==> config.mk <==
export PLATFORM = sky130hd
export DESIGN_NAME = oms_sqrt
export DESIGN_NICKNAME = d
export VERILOG_FILES = /design/src/sv/odometry_motion_statistics_unit_defines.svh /design/src/sv/oms_pkg.sv /design/src/sv/oms_sqrt.sv
export SDC_FILE = /design/constraint.sdc
export NUM_CORES = 1
export LEC_CHECK = 0
export BUFFER_PORTS_ARGS = -buffer_cell sky130_fd_sc_hd__buf_2
export CORE_AREA = 5 5 126 128
export DETAILED_ROUTE_END_ITERATION = 16
export DIE_AREA = 0 0 131 133
export PLACE_DENSITY = 0.84
export SLEW_MARGIN = 20
export SYNTH_ARGS = -nofsm -noshare
export SYNTH_HDL_FRONTEND = slang
export SYNTH_SLANG_ARGS = --single-unit
==> constraint.sdc <==
create_clock -name clk -period 3.4 [get_ports clk]
set_input_delay 0.51 -clock clk [delete_from_list [all_inputs] [get_ports clk]]
set_output_delay 0.51 -clock clk [all_outputs]
set_load 0.05 [all_outputs]
==> src/sv/odometry_motion_statistics_unit_defines.svh <==
// assertion macros for the odometry motion statistics unit
`ifndef ODOMETRY_MOTION_STATISTICS_UNIT_DEFINES_SVH
`define ODOMETRY_MOTION_STATISTICS_UNIT_DEFINES_SVH
`ifndef SYNTH
`define OMS_ASSERT_IMPL(label, clk, rst_n, prop) \
    label: assert property (@(posedge clk) disable iff (!rst_n) prop) \
        else $error("assertion failed");
`define OMS_ASSERT_NEVER(label, clk, rst_n, cond) \
    label: assert property (@(posedge clk) disable iff (!rst_n) !(cond)) \
        else $error("forbidden condition");
`else
`define OMS_ASSERT_IMPL(label, clk, rst_n, prop)
`define OMS_ASSERT_NEVER(label, clk, rst_n, cond)
`endif
`endif

==> src/sv/oms_pkg.sv <==
`default_nettype none
package oms_pkg;
    localparam int unsigned NUM_REGS = 5;
    localparam logic [2:0] REG_AVG_ALPHA   = 3'd0;
    localparam logic [2:0] REG_ACCEL_ALPHA = 3'd1;
    localparam logic [2:0] REG_JUMP_LIMIT  = 3'd2;
    localparam logic [2:0] REG_DT_MIN      = 3'd3;
    localparam logic [2:0] REG_DT_MAX      = 3'd4;
    localparam logic [63:0] US_PER_S = 64'd1000000;

    typedef struct packed {
        logic [31:0] sample_time_us;
        logic [31:0] pos_x;
        logic [31:0] pos_y;
        logic [31:0] pos_z;
        logic [31:0] vel_x;
        logic [31:0] vel_y;
        logic [31:0] vel_z;
    } sample_t;

    typedef struct packed {
        logic [31:0] speed_3d;
        logic [31:0] speed_horizontal;
        logic [31:0] speed_average;
        logic [31:0] accel_smoothed;
        logic [47:0] path_length;
    } result_t;

    typedef enum logic [3:0] {
        ST_IDLE, ST_SQ, ST_SQRT_H, ST_SQRT_3, ST_SQRT_D, ST_SQRT_V,
        ST_MUL, ST_DIV, ST_BLEND_A, ST_BLEND_C, ST_OUT
    } state_t;

    // square root unit control
    typedef struct packed {
        logic        start;
        logic [65:0] radicand;
    } sqrt_req_t;

    typedef struct packed {
        logic start;
        logic [63:0] dividend;
        logic [31:0] divisor;
    } div_req_t;
endpackage
`default_nettype wire

==> src/sv/oms_sqrt.sv <==
`default_nettype none
// bit-serial floor square root, one root bit per cycle
module oms_sqrt
    import oms_pkg::*;
(
    input  wire logic      clk,
    input  wire logic      rst_n,
    input  wire sqrt_req_t req,
    output logic           busy,
    output logic [32:0]    root
);
    logic [65:0] rad_reg, rad_next;
    logic [35:0] rem_reg, rem_next;
    logic [32:0] root_reg, root_next;
    logic [5:0]  cnt_reg, cnt_next;
    logic [35:0] rem_sh, trial;

    always_comb
    begin
        rem_sh   = {rem_reg[33:0], rad_reg[65:64]};
        trial    = {1'b0, root_reg, 2'b01};
        rad_next = rad_reg;
        rem_next = rem_reg;
        root_next = root_reg;
        cnt_next = cnt_reg;
        if (req.start)
        begin
            rad_next  = req.radicand;
            rem_next  = '0;
            root_next = '0;
            cnt_next  = 6'd33;
        end
        else if (cnt_reg != 6'd0)
        begin
            rad_next = {rad_reg[63:0], 2'b00};
            cnt_next = cnt_reg - 6'd1;
            if (rem_sh >= trial)
            begin
                rem_next  = rem_sh - trial;
                root_next = {root_reg[31:0], 1'b1};
            end
            else
            begin
                rem_next  = rem_sh;
                root_next = {root_reg[31:0], 1'b0};
            end
        end
    end

    always_ff @(posedge clk or negedge rst_n)
    begin
        if (!rst_n)
            cnt_reg <= '0;
        else
            cnt_reg <= cnt_next;
    end

    always_ff @(posedge clk)
    begin
        rad_reg  <= rad_next;
        rem_reg  <= rem_next;
        root_reg <= root_next;
    end

    assign busy = (cnt_reg != 6'd0);
    assign root = root_reg;
endmodule
`default_nettype wire

==> results.md <==
- Sink Count: 139
- Num ports: between 100 and 150
- Crit path largest cell delay: 360 ps
- Critical path launch point type: register
- Dpl cells: 1042
- Final hold vios: 0
- Largest net degree at the start of global routing: 57
- Fin Setup TNS: 0 ps
- Total power: just under 8 mW
- Slew headroom: 57.6%
- DR pass1 iterations: 5
- Final setup margin: 309 ps
- Routed Wire Length: 16.4 mm
- Final Max Slew Viols: 0
- Row count: 45
- Critical Path RT: 3680 ps
- Leak: roughly 3.6 nW
- Worst path slowest cell: a211oi_4
- DRT iter0 DRCs: 370
- GR Overflow Total: 0
- Initial core utilization: 51.6%
- DP HPWL: roughly 11 mm
- Critical path fanouts, max: 19
- Pre-CTS WS: 329 ps
- Ys Warns: 0
- Clock Skew: 11.9 ps
- Max FFs per register: 66
- Flop pwr share: 28.4%
- Vias in the first global route: 5775
- Post-CTS Setup Bufs: 0
- Setup CP Type: reg -> reg
- Net load switching power: 2.99 mW
- Period utilisation layout: 90.9%
- Pwr Density: 876 nW/um^2
- Instance count on the critical path: 12
- Avg Inst Size Synth: 9.60 sq um
- Proportion of layout cells with a drive suffix above 1: 24.3%
- Final setup viols: 0
- Synthesized area: between 7000 and 8000 sq um
- Clock network fraction of total power: 22.9%
- Register bit total from synthesis: 139
- CTS tree: done
- Clock root buffer: clkbuf_16
- Post-DR vias/cell: 5.53
- Count of cell types in the netlist: 57
- Cells after Synth: 793
- Comb pwr share: between 40% and 50%
- Crit path max-delay family: compound AO/OA/AOI/OAI gates
- Clk slew on worst S/H paths: roughly 60 ps
- Crit end category: register
- Worst-Skew Late Latency: 430 ps
- Reg2Reg Setup Slack: between 300 and 400 ps
- # fillers: 1248
- Gpl congestion: 0.891
- Final min period: 3090 ps
- Vias post-DR: a little under 6000
- Residual DRC: 0
- Worst hold path cell count: 2
- Final ANT Viol Nets: 0
- Syn-to-layout area delta: 16.0%
- Fmax: approximately 0.32 GHz
- Longest Clk Path Bufs: 2
- Final #Nets: ~980
- Post-synth top flop: dfxtp_1
- Initial antenna violation count: 0
- Number of max-cap violations: 0
- Number of synthesized flops with an enable pin: 66
- CTS Buf Count: 17
- First-pass GRT wire length: 27.4 mm
- Fin cells: about 1100
- Worst reg2reg path depth: 12
- CP Data Arrival Time: between 3000 and 4000 ps
- Internal power: 4.75 mW
- DIE HEIGHT: 133 um
- All-Layer GR Usage: 19.5%
- Max VDD drop: between 700 and 800 uV
- Async S/R FF share, synth: around 4.3%
- HP Class: in -> reg
- Die area: 17400 sq um
- Number of buffers and inverters on the critical path: 2
- Seq/Total Area, Yosys: between 40% and 50%
- H-tree depth: 4
- Syn nets: 898
- Die width: around 130 um
- Core area: 14800 sq um
- Outcome: complete, no violations
- Utilization after layout: between 50% and 60%
- RSZ-0062 raised after global routing: false
- DR WL/cell: around 15 um
- Cell Chain, Critical Path: inv_1, ha_1, nor2b_1, o31a_1, o311a_1, a211oi_4, o21ai_2, o21ai_4, buf_4, nor2_1, a211oi_1, nor3_1
- Sw frac: 38.6%
- Worst Tran Pin Value: between 600 and 700 ps
- Port Buf Inserts: between 100 and 150
==> layer usage <==
metal | GRT usage [%] | wire (um) | vias to the layer above
met2 | 30.6 | 7740 | 144
met3 | 5.73 | 1130 | 27
li1 | - | - | 2998
met4 | 7.60 | 333 | 0
met1 | 25.1 | 7190 | 2775
met5 | 0 | 0 | -
==> stage by stage <==
| step | hold slack, ps | cell area (sq um) |
|---|---|---|
| 2_1_floorplan | 214 | 7610 |
| 3_3_place_gp | 341 | 8260 |
| 3_5_place_dp | 347 | 8260 |
| 4_1_cts | 347 | 8830 |
| 5_1_grt | 369 | 8830 |
| 6_report | 358 | 8830 |
==> cells in the mapped netlist, drive strengths merged (2+ instances only) <==
master	n	area share, %
nand2	91	4.5
a21oi	75	4.9
dfxtp	67	18
edfxtp	66	26
nor2	65	3.2
mux2	64	9.5
clkbuf	42	2.1
inv	42	2.1
a211oi	36	3.7
ha	36	5.9
nor3	31	2.0
o21ai	17	1.3
xnor2	17	2.0
a21o	14	1.4
xor2	13	1.5
nand3	10	0.66
o21a	10	0.99
buf	9	0.66
a31oi	7	0.58
mux2i	7	0.92
dfrtp	6	2.0
nand2b	6	0.49
nor2b	6	0.49
o211ai	6	0.59
and3	5	0.41
nand4	5	0.41
o21bai	5	0.49
and2	4	0.33
and4	3	0.35
or3	3	0.25
a2111oi	2	0.23
a211o	2	0.23
nor4	2	0.16
o31a	2	0.23
or2	2	0.16
==> cell families (layout without fill, tap and decap cells) <==
group	Yosys count	after routing	synth area share, %
DFF	139	139	45.6
buffers and inverters	93	186	4.80
other	0	1	0
muxes	71	71	10.4
AOI/OAI and AO/OA	188	188	16.0
adders and majority gates	36	36	5.92
xor gates and xnor gates	30	30	3.45
and+or+nand+nor	236	236	13.8
==> power by group through the flow <==
stage | combinational, mW | sequential (mW) | clock (mW)
floorplan | 3.05 | 2.22 | 0
finish | 3.76 | 2.20 | 1.78
global placement | 3.68 | 2.22 | 0
detailed placement | 3.73 | 2.23 | 0
CTS | 3.76 | 2.20 | 1.80
global route | 4.22 | 2.23 | 1.88
==> placed cells by master, fill, tap and decap left out, types with 3 or more instances in the layout <==
| cell | n |
|---|---|
| o21ai_0 | 14 |
| nand2_1 | 91 |
| clkinv_4 | 3 |
| buf_4 | 9 |
| inv_1 | 41 |
| nor2b_1 | 6 |
| nor3_1 | 31 |
| nand3_1 | 10 |
| a31oi_1 | 7 |
| and4_1 | 3 |
| dfxtp_1 | 67 |
| nand2b_1 | 5 |
| mux2_2 | 64 |
| xor2_1 | 13 |
| xnor2_1 | 17 |
| a211oi_1 | 35 |
| clkbuf_16 | 17 |
| ha_1 | 36 |
| a21o_1 | 14 |
| o211ai_1 | 6 |
| buf_2 | 101 |
| o21bai_1 | 5 |
| and3_1 | 5 |
| nor2_1 | 65 |
| and2_1 | 4 |
| inv_6 | 7 |
| o21a_1 | 10 |
| nand4_1 | 5 |
| edfxtp_1 | 66 |
| dfrtp_1 | 6 |
| a21oi_1 | 75 |
| or3_1 | 3 |
| mux2i_1 | 7 |
==> repair_timing <==
| action | in CTS | in global routing |
|---|---|---|
| hold endpoints to repair | 6 | 0 |
| hold buffers | 1 | 0 |
| gates resized for setup | 0 | 0 |
==> final timing paths <==
kind / from / end
setup / recovery: root[0] / rem_reg[15]
hold / removal: req[0] / rad_reg[0]
setup reg to reg: root[0] / rem_reg[15]
hold reg to reg: rem_reg[0] / rem_reg[0]
max in group asynchronous: rst_n / cnt_reg[4]
min in group asynchronous: rst_n / cnt_reg[1]
==> cell type report <==
| type | instances | area [sq um] | share of cell area, % |
|---|---|---|---|
| inverters | 42 | 158 | 1.78 |
| flip-flops and latches | 139 | 3470 | 39.3 |
| diodes | 1 | 2.50 | 0.0283 |
| repair buffers | 113 | 623 | 7.05 |
| clock inverters | 14 | 134 | 1.52 |
| well taps | 188 | 235 | 2.66 |
| multi-input cells | 561 | 3780 | 42.8 |
| clock buffers | 17 | 425 | 4.82 |
Power figures use the tool's default switching activity.
