File: src/sv/odometry_motion_statistics_unit_defines.svh
// assertion macros for the odometry motion statistics unit
`ifndef ODOMETRY_MOTION_STATISTICS_UNIT_DEFINES_SVH
`define ODOMETRY_MOTION_STATISTICS_UNIT_DEFINES_SVH
`ifndef SYNTH
`define OMS_ASSERT_IMPL(label, clk, rst_n, prop) \
    label: assert property (@(posedge clk) disable iff (!rst_n) prop) \
        else $error("assertion failed");
`define OMS_ASSERT_NEVER(label, clk, rst_n, cond) \
    label: assert property (@(posedge clk) disable iff (!rst_n) !(cond)) \
        else $error("forbidden condition");
`else
`define OMS_ASSERT_IMPL(label, clk, rst_n, prop)
`define OMS_ASSERT_NEVER(label, clk, rst_n, cond)
`endif
`endif

File: src/sv/oms_pkg.sv
`default_nettype none
package oms_pkg;
    localparam int unsigned NUM_REGS = 5;
    localparam logic [2:0] REG_AVG_ALPHA   = 3'd0;
    localparam logic [2:0] REG_ACCEL_ALPHA = 3'd1;
    localparam logic [2:0] REG_JUMP_LIMIT  = 3'd2;
    localparam logic [2:0] REG_DT_MIN      = 3'd3;
    localparam logic [2:0] REG_DT_MAX      = 3'd4;
    localparam logic [63:0] US_PER_S = 64'd1000000;

    typedef struct packed {
        logic [31:0] sample_time_us;
        logic [31:0] pos_x;
        logic [31:0] pos_y;
        logic [31:0] pos_z;
        logic [31:0] vel_x;
        logic [31:0] vel_y;
        logic [31:0] vel_z;
    } sample_t;

    typedef struct packed {
        logic [31:0] speed_3d;
        logic [31:0] speed_horizontal;
        logic [31:0] speed_average;
        logic [31:0] accel_smoothed;
        logic [47:0] path_length;
    } result_t;

    typedef enum logic [3:0] {
        ST_IDLE, ST_SQ, ST_SQRT_H, ST_SQRT_3, ST_SQRT_D, ST_SQRT_V,
        ST_MUL, ST_DIV, ST_BLEND_A, ST_BLEND_C, ST_OUT
    } state_t;

    // square root unit control
    typedef struct packed {
        logic        start;
        logic [65:0] radicand;
    } sqrt_req_t;

    typedef struct packed {
        logic start;
        logic [63:0] dividend;
        logic [31:0] divisor;
    } div_req_t;
endpackage
`default_nettype wire

File: src/sv/oms_div.sv
`default_nettype none
// restoring divider, one quotient bit per cycle
module oms_div
    import oms_pkg::*;
(
    input  wire logic     clk,
    input  wire logic     rst_n,
    input  wire div_req_t req,
    output logic          busy,
    output logic [63:0]   quot
);
    logic [63:0] q_reg, q_next;
    logic [32:0] r_reg, r_next;
    logic [31:0] d_reg, d_next;
    logic [6:0]  cnt_reg, cnt_next;
    logic [32:0] r_sh;

    always_comb
    begin
        r_sh   = {r_reg[31:0], q_reg[63]};
        q_next = q_reg;
        r_next = r_reg;
        d_next = d_reg;
        cnt_next = cnt_reg;
        if (req.start)
        begin
            q_next = req.dividend;
            r_next = '0;
            d_next = req.divisor;
            cnt_next = 7'd64;
        end
        else if (cnt_reg != 7'd0)
        begin
            cnt_next = cnt_reg - 7'd1;
            if (r_sh >= {1'b0, d_reg})
            begin
                r_next = r_sh - {1'b0, d_reg};
                q_next = {q_reg[62:0], 1'b1};
            end
            else
            begin
                r_next = r_sh;
                q_next = {q_reg[62:0], 1'b0};
            end
        end
    end

    always_ff @(posedge clk or negedge rst_n)
    begin
        if (!rst_n)
            cnt_reg <= '0;
        else
            cnt_reg <= cnt_next;
    end

    always_ff @(posedge clk)
    begin
        q_reg <= q_next;
        r_reg <= r_next;
        d_reg <= d_next;
    end

    assign busy = (cnt_reg != 7'd0);
    assign quot = q_reg;
endmodule
`default_nettype wire

File: config.mk
export PLATFORM = sky130hd
export DESIGN_NAME = oms_div
export DESIGN_NICKNAME = d
export VERILOG_FILES = /design/src/sv/odometry_motion_statistics_unit_defines.svh /design/src/sv/oms_pkg.sv /design/src/sv/oms_div.sv
export SDC_FILE = /design/constraint.sdc
export NUM_CORES = 1
export LEC_CHECK = 0
export ABC_AREA = 1
export BUFFER_PORTS_ARGS = -buffer_cell sky130_fd_sc_hd__buf_2
export CORE_MARGIN = 5
export CORE_UTILIZATION = 55
export CTS_CLUSTER_SIZE = 30
export DETAILED_ROUTE_END_ITERATION = 8
export PLACE_DENSITY = 0.8
export SYNTH_ARGS = -nofsm -noshare
export SYNTH_HDL_FRONTEND = slang
export SYNTH_SLANG_ARGS = --single-unit
File: constraint.sdc
create_clock -name clk -period 3.1 [get_ports clk]
set_input_delay 0.465 -clock clk [delete_from_list [all_inputs] [get_ports clk]]
set_output_delay 0.465 -clock clk [all_outputs]
set_load 0.1 [all_outputs]
==> results of run 1 <==
==> through the flow <==
step / power [W] / setup slack [ns] / cells / hold slack [ns]
floorplan: 0.005697 / 0.1027 / 1130 / 0.1694
global placement: 0.006338 / 0.6122 / 1456 / 0.3093
detailed placement: 0.006382 / 0.5879 / 1456 / 0.3082
CTS: 0.008372 / 0.5329 / 1489 / 0.2002
global route: 0.008894 / 0.3251 / 1489 / 0.1992
finish: 0.008357 / 0.5426 / 1489 / 0.2143
==> cell families after synthesis <==
| kind of cell | synth area share, % |
|---|---|
| AOI/OAI and AO/OA | 2.813 |
| DFF | 44.71 |
| buffers and inverters | 10.54 |
| adders and majority gates | 5.234 |
| xor gates and xnor gates | 1.482 |
| and+or+nand+nor | 35.21 |
==> report_power, final <==
group / switching (W) / leakage, nW / internal (W)
Sequential: 0.000213 / 1.37 / 0.00232
Clock: 0.000839 / 0.267 / 0.00112
Combinational: 0.00279 / 3.71 / 0.00108
==> layer usage <==
metal	up-vias	global-route usage, %	share of wire [%]
met5	-	0	0
met4	0	6.582	1.4
met3	23	7.669	9.4
met2	301	41.26	47
met1	3348	31.78	43
li1	3844	-	-
==> cells in the final DEF, fill, tap and decap left out, types with 2 or more instances in the layout <==
| cell type | Yosys | final |
|---|---|---|
| o21bai_1 | 2 | 2 |
| inv_6 | 0 | 6 |
| dfxtp_1 | 32 | 32 |
| nand3_1 | 80 | 80 |
| buf_2 | 1 | 162 |
| o21a_1 | 2 | 2 |
| dfrtp_1 | 7 | 7 |
| ha_1 | 33 | 33 |
| or2_2 | 2 | 2 |
| nand4_1 | 10 | 10 |
| clkbuf_16 | 0 | 17 |
| a21oi_1 | 21 | 21 |
| nand2_1 | 504 | 504 |
| nor3_1 | 6 | 6 |
| nand2_2 | 11 | 11 |
| clkinvlp_4 | 0 | 4 |
| nor2_2 | 8 | 9 |
| inv_1 | 181 | 180 |
| inv_2 | 1 | 3 |
| xnor2_1 | 14 | 14 |
| o21ai_0 | 8 | 8 |
| nor2_8 | 2 | 2 |
| edfxtp_1 | 96 | 96 |
| nand3_2 | 3 | 3 |
| nor2_1 | 43 | 42 |
| o21ai_1 | 9 | 9 |
| and2_1 | 3 | 3 |
| nand3b_1 | 16 | 16 |
| buf_4 | 1 | 9 |
==> repair_timing <==
action                    4_1_cts  5_1_grt
hold buffers                    1        0
setup buffers                   0        0
hold endpoints to repair        7        0
==> final timing paths <==
kind / startpoint / endpoint / slack [ns] / cells after the start
setup reg to reg: d_reg[8]$_DFFE_PP_ / r_reg[0]$_SDFFE_PP0P_ / 0.54 / 15
max in group asynchronous: rst_n / cnt_reg[1]$_DFFE_PN0P_ / 2.53 / 2
min in group asynchronous: rst_n / cnt_reg[4]$_DFFE_PN0P_ / 0.41 / 2
setup / recovery: d_reg[8]$_DFFE_PP_ / r_reg[0]$_SDFFE_PP0P_ / 0.54 / 15
hold / removal: req[5] / d_reg[5]$_DFFE_PP_ / 0.21 / 1
hold reg to reg: r_reg[17]$_SDFFE_PP0P_ / r_reg[17]$_SDFFE_PP0P_ / 0.47 / 2
==> area by class of cell <==
cell class / count / share of cell area [%]
clock buffer: 18 / 4.389
sequential: 135 / 37.82
clock inverter: 14 / 1.408
timing repair buffer: 172 / 9.085
inverter: 184 / 7.063
multi-input combinational: 782 / 37.88
tap: 184 / 2.354
==> results.py, run 1 <==
metrics = {
    "timing": {
        "setup_viol": 0,
        "period_share_pct": 82.50,
        "clock_skew_ns": 0.01196,
        "rsz0062_at_grt": "no",
        "worstMarginPinSlew_ns": 0.9766,
        "finalHoldViolations": 0,
        "min_period_ns": 2.557,
        "max_freq_mhz": 391.0,
        "setup-tns-final_ns": 0,
        "maxSlewHeadroom_pct": 34.89,
        "final_max_slew_viol_count": 0,
    },
    "synth": {
        "ys_ff_latch": 135,
        "avgSynthCellArea_sq_um": 7.320,
        "synthesis.nets": 1263,
        "synth_common_cells": "nand2_1, inv_1, edfxtp_1",
        "ys_warn_count": 0,
        "synthArstFlopShare_pct": 5.185,
        "yosysTopAreaCellShare_pct": 34.85,
        "yosysMostFrequentCell": "nand2_1",
        "synth_top_area_cell": "edfxtp_1",
        "synth-seq-area-share_pct": 44.71,
        "synthFlopType": "edfxtp_1",
        "synthTopCellsByArea": "edfxtp_1, nand2_1, inv_1",
        "syn_inst": 1130,
        "syn_area_sq_um": 8272,
        "synth.distinct_cells": 35,
        "synth_edf_count": 96,
    },
    "clock_network": {
        "clk_path_buf_depth": 2,
        "cts_sinks": 135,
        "cts_htree_levels": 4,
        "cts_resized": 0,
        "clockRootBuffer": "clkbuf_16",
        "numCtsBuffers": 17,
        "clk_latency_ns": 0.42,
        "cts.clk_slew.worst_paths_ns": 0.06,
        "cts_tree": "done",
    },
    "die": {
        "io_pins": 164,
        "initial_core_util_pct": 56.48,
        "rows": 44,
        "die_y_um": 132.6,
        "coreArea_sq_um": 14640,
        "die-area_sq_um": 17590,
        "die_w_um": 132.6,
    },
    "drt": {
        "wl_um": 21660,
        "drtIter0Drc": 484,
        "avgViaCountPerCell": 5.048,
        "drc": 0,
        "first_pass_iters": 5,
        "antenna_left": 0,
        "route.vias.total": 7516,
        "wl_per_cell_um": 14.54,
    },
    "worst_setup_path": {
        "cp_slowest_stage_delay_ns": 0.36,
        "crit_path_max_fanout": 25,
        "endpoint_kind": "flip-flop",
        "critPathSlowestCell": "edfxtp_1",
        "path_delay_family": "simple AND/OR/NAND/NOR gates",
        "path_cells": "inv_1 -> ha_1 -> nand2_1 -> inv_1 -> nand2_1 -> nand2_1 -> inv_1 -> nand3_2 -> nand2_2 -> nand2_2 -> nand2_2 -> buf_4 -> nand3_1 -> nand3_1 -> o21ai_0",
        "critPathBufInv": 4,
        "cp.required_ns": 3.36,
        "worstSetupPathType": "reg -> reg",
        "start_kind": "flip-flop",
        "cp.arrival_ns": 2.82,
    },
    "grt": {
        "grt_max_degree": 77,
        "antenna_found_initial": 0,
        "grt_pass1_vias": 7434,
        "grt_pass1_wl_um": 35500,
        "overflow": 0,
        "grt_use_total_pct": 24.88,
    },
    "layout": {
        "ff_latch_area_sq_um": 3699,
        "num_antenna_cells": 0,
        "post-route-util_pct": 66.77,
        "final_nets": 1425,
        "fillers": 1272,
        "final_area_sq_um": 9778,
        "largest_reg_flops": 64,
        "final_layout_size_suffix_gt1_share_pct": 17.85,
        "multi_input_area_sq_um": 3704,
        "area_growth_pct": 18.21,
    },
    "place": {
        "port_buffers": 163,
        "dp_hpwl_um": 16090,
        "gp_congestion": 0.9779,
        "postPlaceCellArea_sq_um": 9201,
    },
    "power": {
        "peakVddDrop_uv": 589.5,
        "power_density_nw_per_um2": 854.7,
        "p_leak_nw": 5.346,
    },
    "min_path": {
        "hp-class": "in -> reg",
    },
    "run_status": {
        "run_status": "finished, final reports clean",
    },
    "job": {
        "drv_cap": 0,
    },
}
Power figures use the tool's default switching activity.
==> run 2: changes to the inputs <==
--- a/config.mk
+++ b/config.mk
@@ -8,10 +8,10 @@
 export ABC_AREA = 1
 export BUFFER_PORTS_ARGS = -buffer_cell sky130_fd_sc_hd__buf_2
 export CORE_MARGIN = 5
-export CORE_UTILIZATION = 55
+export CORE_UTILIZATION = 51
 export CTS_CLUSTER_SIZE = 30
 export DETAILED_ROUTE_END_ITERATION = 8
-export PLACE_DENSITY = 0.8
+export PLACE_DENSITY = 0.78
 export SYNTH_ARGS = -nofsm -noshare
 export SYNTH_HDL_FRONTEND = slang
 export SYNTH_SLANG_ARGS = --single-unit
==> constraint.sdc (replaced) <==
create_clock -name clk -period 2.28 [get_ports clk]
set_input_delay 0.342 -clock clk [delete_from_list [all_inputs] [get_ports clk]]
set_output_delay 0.342 -clock clk [all_outputs]
set_load 0.1 [all_outputs]
==> results.py, run 2 (same netlist as run 1, synthesis figures left out) <==
metrics = {
    "die": {
        "rows": 46,
        "die_y_um": 137.4,
        "coreArea_sq_um": 15890,
        "initial_core_util_pct": 52.07,
        "die-area_sq_um": 18870,
        "die_w_um": 137.4,
        "io_pins": 164,
    },
    "worst_setup_path": {
        "path_delay_family": "simple AND/OR/NAND/NOR gates",
        "worstSetupPathType": "reg -> reg",
        "critPathBufInv": 3,
        "cp.arrival_ns": 2.52,
        "cp_slowest_stage_delay_ns": 0.36,
        "path_common_cell": "nand2_1",
        "endpoint_kind": "flip-flop",
        "cp.required_ns": 2.63,
        "critPathSlowestCell": "edfxtp_1",
        "path_cells": "inv_1 -> ha_4 -> nand2_1 -> nand2_1 -> inv_1 -> nand2_1 -> nand2_1 -> nand2_1 -> nand2_1 -> nand2_2 -> nor2_8 -> buf_12 -> nand2_8 -> nand2_1 -> nand3_1 -> o21ai_1",
        "timing.reg2reg.setup_slack_ns": 0.10,
        "crit_path_max_fanout": 16,
        "start_kind": "flip-flop",
    },
    "drt": {
        "drtIter0Drc": 525,
        "antenna_left": 0,
        "route.vias.total": 7670,
        "wl_um": 23580,
        "drc": 0,
        "avgViaCountPerCell": 4.981,
        "wl_per_cell_um": 15.31,
        "first_pass_iters": 5,
    },
    "grt": {
        "antenna_found_initial": 0,
        "grt_max_degree": 68,
        "overflow": 0,
        "grt_pass1_wl_um": 36470,
        "grt_pass1_vias": 7645,
        "grt_use_total_pct": 24.73,
    },
    "timing": {
        "final_max_slew_viol_count": 0,
        "max_freq_mhz": 459.5,
        "rsz0062_at_grt": "yes",
        "worstMarginPinSlew_ns": 0.5231,
        "hold_slack_ns": 0.08479,
        "period_share_pct": 95.45,
        "setup-tns-final_ns": 0,
        "min_period_ns": 2.176,
        "finalHoldViolations": 0,
        "clock_skew_ns": 0.01844,
        "setup_viol": 0,
        "maxSlewHeadroom_pct": 65.36,
    },
    "place": {
        "port_buffers": 163,
        "dp_hpwl_um": 16970,
        "gp_congestion": 0.9578,
        "dpl.cell_count": 1498,
    },
    "clock_network": {
        "cts_sinks": 135,
        "numCtsBuffers": 17,
        "clk_latency_ns": 0.43,
        "clockRootBuffer": "clkbuf_16",
        "clk_path_buf_depth": 2,
        "cts.clk_slew.worst_paths_ns": 0.06,
        "cts_tree": "done",
        "cts_htree_levels": 4,
    },
    "min_path": {
        "hp-class": "in -> reg",
    },
    "layout": {
        "final_layout_size_suffix_gt1_share_pct": 23.04,
        "final_common_cell": "nand2_1",
        "post-route-util_pct": 65.94,
        "fin_cells": 1540,
        "largest_reg_flops": 64,
        "area_growth_pct": 26.64,
        "final_cell_mix": "nand2_1, inv_1, buf_2",
        "num_antenna_cells": 0,
        "final_nets": 1444,
    },
    "power": {
        "power_density_nw_per_um2": 1173,
        "power_w": 0.01228,
        "peakVddDrop_uv": 1114,
        "p_leak_nw": 5.523,
    },
    "run_status": {
        "run_status": "finished, final reports clean",
    },
    "job": {
        "drv_cap": 0,
    },
}
run 2: cell types whose count changed in the layout (fill, tap and decap cells not counted), sizes merged:
cell      delta
clkinvlp     -1
nand2        +2
clkbuf       +2
buf         +16
bufinv       +1
inv          -5
clkinv       +4
run 2: layer usage:
layer | up-vias | track usage [%] | routed length (um)
met5 | - | 0 | 0
met2 | 274 | 41.47 | 11300
li1 | 3873 | - | -
met4 | 0 | 8.537 | 670
met1 | 3470 | 30.56 | 9795
met3 | 53 | 7.159 | 1813
run 2: metrics by stage:
stage          setup slack (ns)  cell area, sq um
2_1_floorplan          -0.09345              8330
3_3_place_gp            0.03861              9423
6_report                 0.1037             10480
3_5_place_dp            0.05909              9423
5_1_grt                -0.03022             10480
4_1_cts                 0.03194             10010
run 2: layout make-up:
cell class	instances	area [sq um]
fillers	1377	5410
multi-input cells	784	4094
flip-flops and latches	135	3699
repair buffers	189	1139
inverters	184	694.4
clock buffers	19	432.9
well taps	216	270.3
clock inverters	13	146.4
run 2: worst paths after layout:
| check | end | startpoint | cells after the start |
|---|---|---|---|
| worst min-delay path | d_reg[21]$_DFFE_PP_ | req[21] | 1 |
| worst min register to register | r_reg[26]$_SDFFE_PP0P_ | r_reg[26]$_SDFFE_PP0P_ | 2 |
| max in group asynchronous | cnt_reg[0]$_DFFE_PN0P_ | rst_n | 2 |
| worst max register to register | r_reg[9]$_SDFFE_PP0P_ | d_reg[20]$_DFFE_PP_ | 16 |
| min in group asynchronous | cnt_reg[4]$_DFFE_PN0P_ | rst_n | 2 |
| worst max-delay path | r_reg[9]$_SDFFE_PP0P_ | d_reg[20]$_DFFE_PP_ | 16 |
run 2: report_power, final:
part	switching [W]	total, W	internal (W)
combinational	0.00412	0.00605	0.00192
clock	0.00112	0.00275	0.00162
sequential	0.000341	0.00349	0.00315
run 2: timing repair:
item	4_1_cts	5_1_grt
pin swaps	0	10
buffers inserted	0	6
setup endpoints to repair	1	34
hold buffers	1	0
gates cloned	0	3
resized for setup	1	67
hold endpoints to repair	7	0
==> run 3: changes to the inputs <==
==> constraint.sdc (replaced) <==
create_clock -name clk -period 2.28 [get_ports clk]
set_input_delay 0.456 -clock clk [delete_from_list [all_inputs] [get_ports clk]]
set_output_delay 0.456 -clock clk [all_outputs]
set_load 0.1 [all_outputs]
==> results.py, run 3 (same netlist as run 1, synthesis figures left out) <==
metrics = {
    "die": {
        "initial_core_util_pct": 52.07,
        "io_pins": 164,
        "coreArea_sq_um": 15890,
        "die-area_sq_um": 18870,
        "die_w_um": 137.4,
        "die_y_um": 137.4,
        "rows": 46,
    },
    "worst_setup_path": {
        "timing.reg2reg.setup_slack_ns": 0.12,
        "critPathBufInv": 3,
        "cp.required_ns": 1.82,
        "start_kind": "flip-flop",
        "cp_slowest_stage_delay_ns": 0.40,
        "crit_path_max_fanout": 3,
        "worstSetupPathType": "reg -> out",
        "endpoint_kind": "primary output",
        "path_cells": "inv_2 -> ha_4 -> nand4_1 -> nor2_4 -> clkinvlp_4 -> buf_12",
        "cp.arrival_ns": 1.72,
        "path_delay_family": "flip-flops",
        "critPathSlowestCell": "dfrtp_1",
    },
    "grt": {
        "grt_use_total_pct": 25.08,
        "overflow": 0,
        "antenna_found_initial": 0,
        "grt_pass1_vias": 7632,
        "grt_pass1_wl_um": 36740,
        "grt_max_degree": 57,
    },
    "drt": {
        "route.vias.total": 7725,
        "first_pass_iters": 5,
        "antenna_left": 0,
        "wl_per_cell_um": 15.47,
        "drtIter0Drc": 518,
        "wl_um": 23760,
        "drc": 0,
        "avgViaCountPerCell": 5.029,
    },
    "layout": {
        "final_nets": 1441,
        "largest_reg_flops": 64,
        "final_layout_size_suffix_gt1_share_pct": 22.65,
        "num_antenna_cells": 0,
        "area_growth_pct": 26.55,
        "final_area_sq_um": 10470,
        "final_cell_mix": "nand2_1, inv_1, buf_2",
        "final_common_cell": "nand2_1",
        "fin_cells": 1536,
        "fillers": 1387,
    },
    "timing": {
        "setup_viol": 0,
        "maxSlewHeadroom_pct": 60.03,
        "min_period_ns": 2.175,
        "period_share_pct": 95.38,
        "clock_skew_ns": 0.01350,
        "finalHoldViolations": 0,
        "max_freq_mhz": 459.9,
        "final_max_slew_viol_count": 0,
        "worst_slack_ns": 0.1054,
        "worstMarginPinSlew_ns": 0.5995,
        "hold_slack_ns": 0.1955,
    },
    "place": {
        "post-place-ws_ns": 0.02862,
        "port_buffers": 163,
        "gp_congestion": 0.9657,
        "dpl.cell_count": 1494,
        "dp_hpwl_um": 17010,
        "postPlaceCellArea_sq_um": 9380,
    },
    "clock_network": {
        "clockRootBuffer": "clkbuf_16",
        "clk_path_buf_depth": 2,
        "numCtsBuffers": 17,
        "cts_sinks": 135,
        "cts_tree": "done",
        "cts_htree_levels": 4,
        "cts.clk_slew.worst_paths_ns": 0.07,
        "clk_latency_ns": 0.43,
    },
    "power": {
        "p_leak_nw": 5.547,
        "peakVddDrop_uv": 976.7,
        "power_density_nw_per_um2": 1177,
    },
    "min_path": {
        "hp-class": "in -> reg",
    },
    "run_status": {
        "run_status": "finished, final reports clean",
    },
    "job": {
        "drv_cap": 0,
    },
}
run 3: where the power goes:
| group | switching [W] | internal, W |
|---|---|---|
| clock | 0.00112 | 0.00173 |
| combinational | 0.00412 | 0.00187 |
| sequential | 0.000335 | 0.00315 |
| total | 0.00557 | 0.00675 |
run 3: worst reg2reg max path, delay by kind of cell (launching register included):
family / cells / cell delay, ns
flip-flops: 1 / 0.33
buffers and inverters: 3 / 0.31
AND/OR/NAND/NOR: 11 / 1.09
adder cells (fa/ha/maj): 1 / 0.38
run 3: cell type report:
type	count	area, sq um	area share (%)
multi-input combinational	784	4055	38.74
sequential	135	3699	35.33
timing repair buffer	186	1149	10.97
inverter	184	694.4	6.634
clock buffer	18	429.2	4.100
tap	216	270.3	2.582
clock inverter	13	171.4	1.638
run 3: path summary, 6_finish.rpt:
kind                                   startpoint                     end  cells past startpoint
max                        cnt_reg[0]$_DFFE_PN0P_                    busy                      6
min                                       req[20]     d_reg[20]$_DFFE_PP_                      1
max reg2reg                    d_reg[3]$_DFFE_PP_  r_reg[29]$_SDFFE_PP0P_                     15
min reg2reg                r_reg[14]$_SDFFE_PP0P_  r_reg[14]$_SDFFE_PP0P_                      2
max in group asynchronous                   rst_n  cnt_reg[4]$_DFFE_PN0P_                      2
min in group asynchronous                   rst_n  cnt_reg[5]$_DFFE_PN0P_                      2
run 3: through the flow:
stage / util [%] / total power (W) / setup TNS (ns)
floorplan: - / 0.007780 / -0.4331
global placement: 59.05 / 0.008754 / 0
detailed placement: 59.05 / 0.008826 / 0
CTS: 63.08 / 0.01174 / 0
global route: 65.89 / 0.01305 / -0.0004934
finish: 65.89 / 0.01232 / 0
run 3: routing by layer:
layer	share of wire, %	track usage, %	up-vias
li1	-	-	3873
met1	42	30.52	3532
met2	48	42.45	280
met3	8.4	7.779	40
met4	2.3	8.149	0
met5	0	0	-
run 3: timing repair:
action                                  in CTS  in global routing
gates resized for setup                      4                 63
hold endpoints to repair                     7                  0
pin swaps                                    2                  7
cloned                                       0                  6
buffers inserted                             2                  2
endpoints found under the setup margin       1                 62
hold buffers                                 1                  0
